--- config.mk ---
export PLATFORM = sky130hd
export DESIGN_NAME = hau_cell
export DESIGN_NICKNAME = d
export VERILOG_FILES = /design/src/design/hau_pkg.sv /design/src/design/hau_cell.sv
export SDC_FILE = /design/constraint.sdc
export NUM_CORES = 1
export LEC_CHECK = 0
export ABC_AREA = 1
export BUFFER_PORTS_ARGS = -buffer_cell sky130_fd_sc_hd__clkbuf_2
export CORE_ASPECT_RATIO = 0.75
export CORE_MARGIN = 2
export CORE_UTILIZATION = 57
export CTS_BUF_LIST = sky130_fd_sc_hd__clkbuf_8
export CTS_CLUSTER_SIZE = 24
export DETAILED_ROUTE_END_ITERATION = 6
export PLACE_DENSITY = 0.95
export SLEW_MARGIN = 20
export SYNTH_ARGS = -nofsm -noshare
export SYNTH_HDL_FRONTEND = slang
export SYNTH_SLANG_ARGS = --single-unit
--- constraint.sdc ---
create_clock -name clk -period 7.6 [get_ports clk]
set_input_delay 1.52 -clock clk [delete_from_list [all_inputs] [get_ports clk]]
set_output_delay 1.52 -clock clk [all_outputs]
set_load 0.01 [all_outputs]
--- src/design/hau_pkg.sv ---
// hau_pkg: shared types and constants for the assignment solver.
// Used by hau_cell and hungarian_assignment_unit; no dependencies.
package hau_pkg;

    localparam int COST_W = 24;
    localparam int SIZE_W = 6;
    localparam int ROW_W  = 5;
    localparam int IDX_W  = 7;   // column/row index incl. the dummy column 0
    localparam int POT_W  = 32;

    localparam logic signed [POT_W-1:0] NO_SLACK = 32'sh7FFF_FFFF;

    // Running minimum handed from cell to cell during a scan
    typedef struct packed {
        logic                    valid;
        logic signed [POT_W-1:0] delta;
        logic [IDX_W-1:0]        best;
        logic [IDX_W-1:0]        best_owner;
        logic signed [POT_W-1:0] best_u;
    } hau_tok_t;

    // Broadcast control from the sequencer to every cell
    typedef struct packed {
        logic                    solve_clr;
        logic                    row_clr;
        logic                    upd;
        logic signed [POT_W-1:0] delta;
        logic [IDX_W-1:0]        best;
        logic                    aug_we;
        logic [IDX_W-1:0]        target;
        logic [IDX_W-1:0]        aug_owner;
        logic signed [POT_W-1:0] aug_u;
    } hau_ctrl_t;

endpackage

--- src/design/hau_cell.sv ---
// hau_cell: one column of the solver chain (potentials, owner, slack, path link).
// Depends on hau_pkg.
module hau_cell import hau_pkg::*;
(
    input  logic                    clk,
    input  logic                    rst_n,
    input  logic [IDX_W-1:0]        col_id,
    input  logic                    col_en,
    input  hau_ctrl_t               ctrl,
    input  hau_tok_t                tok_in,
    input  logic [COST_W-1:0]       cost,
    input  logic [IDX_W-1:0]        cur_col,
    input  logic signed [POT_W-1:0] cur_u,
    output hau_tok_t                tok_out,
    output logic [IDX_W-1:0]        owner,
    output logic signed [POT_W-1:0] row_u,
    output logic [IDX_W-1:0]        path
);

    logic signed [POT_W-1:0] v_reg, v_next;
    logic signed [POT_W-1:0] u_reg, u_next;
    logic signed [POT_W-1:0] slack_reg, slack_next;
    logic [IDX_W-1:0]        owner_reg, owner_next;
    logic [IDX_W-1:0]        path_reg, path_next;
    logic                    vis_reg, vis_next;
    hau_tok_t                tok_reg, tok_next;
    logic signed [POT_W-1:0] red, new_slack;
    logic                    active;

    always_comb
    begin
        red       = $signed({{(POT_W-COST_W){1'b0}}, cost}) - cur_u - v_reg;
        active    = tok_in.valid && col_en && !vis_reg;
        new_slack = (red < slack_reg) ? red : slack_reg;

        tok_next       = tok_in;
        // the minimum stops past the last enabled column
        tok_next.valid = tok_in.valid && col_en;
        v_next         = v_reg;
        u_next         = u_reg;
        slack_next     = slack_reg;
        owner_next     = owner_reg;
        path_next      = path_reg;
        vis_next       = vis_reg;

        if (active)
        begin
            if (red < slack_reg)
            begin
                slack_next = red;
                path_next  = cur_col;
            end
            if (new_slack < tok_in.delta)
            begin
                tok_next.delta      = new_slack;
                tok_next.best       = col_id;
                tok_next.best_owner = owner_reg;
                tok_next.best_u     = u_reg;
            end
        end

        if (ctrl.upd && col_en)
        begin
            if (vis_reg)
            begin
                v_next = v_reg - ctrl.delta;
                u_next = u_reg + ctrl.delta;
            end
            else
            begin
                slack_next = slack_reg - ctrl.delta;
            end
            if (ctrl.best == col_id)
                vis_next = 1'b1;
        end

        if (ctrl.aug_we && ctrl.target == col_id)
        begin
            owner_next = ctrl.aug_owner;
            u_next     = ctrl.aug_u;
        end

        if (ctrl.row_clr)
        begin
            slack_next = NO_SLACK;
            vis_next   = 1'b0;
        end

        if (ctrl.solve_clr)
        begin
            v_next     = '0;
            u_next     = '0;
            owner_next = '0;
            path_next  = '0;
        end
    end

    always_ff @(posedge clk or negedge rst_n)
    begin
        if (!rst_n)
        begin
            vis_reg <= 1'b0;
            tok_reg <= '0;
        end
        else
        begin
            vis_reg <= vis_next;
            tok_reg <= tok_next;
        end
    end

    always_ff @(posedge clk)
    begin
        v_reg     <= v_next;
        u_reg     <= u_next;
        slack_reg <= slack_next;
        owner_reg <= owner_next;
        path_reg  <= path_next;
    end

    assign tok_out = tok_reg;
    assign owner   = owner_reg;
    assign row_u   = u_reg;
    assign path    = path_reg;

endmodule

[Word level (Yosys, flattened, before mapping)]
Cells that the tools add are included.
Word-level totals
  bits in registers: 190
  input bits: 241
Cells by class
  add/sub/neg operators: 5
  magnitude comparators: 2
  eq/ne operators: 2
  mux-type cells: 12
  reductions and logical operators: 13
Operator list (number)
  $mux W32: 7
  $mux W78: 2
  $sub A32 B32 Y32: 3
  $lt A32 B32 Y1: 2
  $add A32 B32 Y32: 1
  $sub A25 B32 Y32: 1
  $eq A7 B7 Y1: 2
  $reduce_and A2 Y1: 4
  $reduce_bool A2 Y1: 4
  $logic_and A1 B1 Y1: 4
  $mux W1: 3
  $logic_not A1 Y1: 1

[Logic depth before layout (Yosys ltp)]
  depth after elaboration: 7
  gate-level depth with buffers: 50
  mapped depth without buffers: 46

[Worst setup path before layout]
No wires, ideal clock.
  path kind: in2reg
  from: in cur_u[0]
  to: reg tok_reg (netlist bit tok_out[57])
  library setup time: 0.117 ns
  arrival: 7.530 ns
  setup slack: -0.047 ns
  stages: 44
  path buffers: 4
  path through: inv_1 fa_1 inv_1 ha_1 nor2_1 fa_1 o21ai_2 a21oi_1 o21ai_2 nand2_1 nor2_1 nor2_2 o21bai_1 nand2_1 nand2_1 a21o_1 xor2_1 ha_1 [8 not listed] inv_1 clkbuf_1 buf_1 nand2_1 o21ai_0 ha_1 a21oi_1 nor2_1 a211oi_1 o221ai_1 a21oi_1 nand2_1 nand2_4 nand3_4 buf_6 buf_6 nand2_1 nand2_1
RTL lines
  start, declared: RTL line hau_cell.sv:13  | input logic signed [POT_W-1:0] cur_u,
  end signal, assigned: RTL line hau_cell.sv:108  | tok_reg <= tok_next;
  end, declared: RTL line hau_cell.sv:26  | hau_tok_t tok_reg, tok_next;

==> impl_metrics.ini <==
[routing]
num_vias = 18500
viasPerCell = 5.84
drc = 0
wire_per_inst_um = 18.8
dr.first_iter.drc_count = 2028
drtAntennaViolNets = 0
wl_um = 59500
drt_pass1_iterations = 6

[sta]
maxSlewViolCount = 0
fmax_ghz = 0.130
worst_clock_skew_ps = 27.9
min_period_over_period_pct = 101
hold_slack_ps = 503
rsz0062_at_grt = yes
setup_viol = 78
worst_pin_slew_ps = 1010
finalSetupTns_ps = -4340
slew_headroom_pct = 32.6
hold_viol = 0
fin_ws_ps = -106
period_minus_slack_ps = 7710

[critical_path]
criticalPathCategory = in -> reg
crit_path_frequent_cell = nand2_1
cp.arrival_ps = 8110
slowest_delay_ps = 640
cp.required_ps = 8000
critPathLaunchType = input port
end_kind = flip-flop
critPathSlowestCell = fa_2
cp_max_fo = 10

[yosys]
post-synth-top-area-cell = ha_1
synth.area.top_cells = ha_1 15%, dfxtp_1 14%, nand2_1 13%
ys.flop_type = dfxtp_1
syn_nets = 2798
yosys_warnings = 0
synthesis.area_mm2 = 0.0163
synth_cell_types = 56
synth_commonest_cells = 552 x nand2_1, 327 x inv_1, 245 x a21oi_1
post-synth-top-area-fraction_pct = 15.0
yosysMostFrequentCell = nand2_1
ys_ff_latch = 190
ys_seq_area_share_pct = 25.8
async_flop_share_pct = 42.1
avgSynthCellArea_um2 = 6.98
synth_cells = 2335
synth_enable_flop_cells = 0

[cells_and_area]
nets = 3236
final_core_util_pct = 72.0
finalNonFillerCells = 3173
fillers = 2148
largest_register_ffs = 79
final_layout_size_suffix_gt1_share_pct = 22.2
fin_area_mm2 = 0.0202
area_delta_synth_final_pct = 24.0

[power_and_ir_drop]
ir_worst_vdd_mv = 0.154
power_leakage_nw = 10.9
p_total_mw = 4.59
powerDensity_mw_per_mm2 = 227

[outcome]
violations = setup timing
status = finished, violations left

[die]
dieArea_mm2 = 0.0300
coreArea_mm2 = 0.0281
start_util_pct = 58.1
die_h_um = 150
die_w_um = 199
row_count = 53
ioPinCount = 366

[clock_tree]
cts_root_buffer = clkbuf_8
clockBufferDepth = 2
cts-htree-levels = 4
tritoncts = built
hold_buffers = 0
clock_latency_ps = 530
cts.sinks = 190
cts_buffers = 17
clk_pin_slew_ps = 120

[global_route]
busiest_layer = met2
grt_pass1_vias = 16900
antenna_found_initial = 2
grt_usage_pct = 37.6
grt_first_pass_wirelength_um = 87700
gr-usage-met3_pct = 7.46
grt.met1_usage_pct = 50.4
use_met2_pct = 59.0
grt_max_degree = 91
overflow = 0

[placement]
io_buffers = 365
dp_hpwl_um = 45700
place_ws_ps = -851
dpl.cell_count = 3120
routabilityCongestion = 1.01
place_area_mm2 = 0.0192

[worst_hold_path]
hold_class = reg -> reg

[job]
drv_cap = 0
==> cell type report <==
cell class | instances | area (µm²) | share of cell area [%]
antenna | 2 | 5.00 | 0.0248
clock buffer | 17 | 234 | 1.16
clock inverter | 15 | 183 | 0.904
inverter | 332 | 1250 | 6.18
multi-input combinational | 1736 | 10800 | 53.7
sequential | 190 | 4200 | 20.8
tap | 385 | 482 | 2.38
timing repair buffer | 496 | 3010 | 14.9
==> layout by cell type, fill, tap and decap left out, types with 15 or more instances in the layout <==
cell type and instances:
o21a_1 16, o21ai_0 165, dfrtp_1 80, xor2_1 49
or2_2 15, nand3_1 57, buf_4 116, clkbuf_2 364
clkbuf_8 17, dfxtp_1 110, a31oi_1 37, nand4_1 89
nand2_1 532, xnor2_1 18, o21ai_1 19, nand2_2 18
a21oi_1 240, fa_1 25, nor2_1 111, inv_1 324
ha_1 189
==> where the power goes <==
group	internal [mW]	total (mW)	switching, mW
sequential	1.13	1.21	0.0757
clock	0.284	0.754	0.470
combinational	1.06	2.62	1.56
total	2.48	4.59	2.11
==> path summary, 6_finish.rpt <==
| check | slack, ps | cells after the start | end | from |
|---|---|---|---|---|
| max | -110 | 43 | tok_out[13]$_DFF_PN0_ | cost[0] |
| min | 500 | 2 | tok_out[34]$_DFF_PN0_ | owner[2]$_SDFFE_PP0P_ |
| max reg2reg | 570 | 43 | tok_out[13]$_DFF_PN0_ | v_reg[0]$_SDFFE_PP0P_ |
| min reg2reg | 500 | 2 | tok_out[34]$_DFF_PN0_ | owner[2]$_SDFFE_PP0P_ |
| max in group asynchronous | 5630 | 2 | tok_out[15]$_DFF_PN0_ | rst_n |
| min in group asynchronous | 850 | 1 | tok_out[50]$_DFF_PN0_ | rst_n |
==> layer usage <==
layer	part of all wire, %	routed length [µm]
met2	44	26200
met3	10	6120
met1	41	24500
met4	4.5	2670
met5	0	0
==> cells by family (layout without fill, tap and decap cells) <==
kind of cell | after synthesis | count (layout) | synth area share (%)
xor gates and xnor gates | 69 | 69 | 3.71
AOI/OAI and AO/OA | 579 | 579 | 19.9
DFF | 190 | 190 | 25.8
adders and majority gates | 222 | 222 | 18.3
and+or+nand+nor | 866 | 866 | 22.6
buffers and inverters | 409 | 860 | 9.72
other | 0 | 2 | 0
==> timing repair <==
item	4_1_cts	5_1_grt
gates resized for setup	30	62
setup endpoints to repair	78	78
buffers inserted	7	9
gates cloned	2	2
pin swaps	9	30
hold endpoints to repair	0	0
==> critical path, delay by kind of cell <==
kind	cells	cell delay (ps)
AOI/OAI and AO/OA	11	1740
xor gates and xnor gates	1	200
adders and majority gates	5	1820
buffers and inverters	6	830
and+or+nand+nor	20	1990
(Power assumes the default switching activity.)
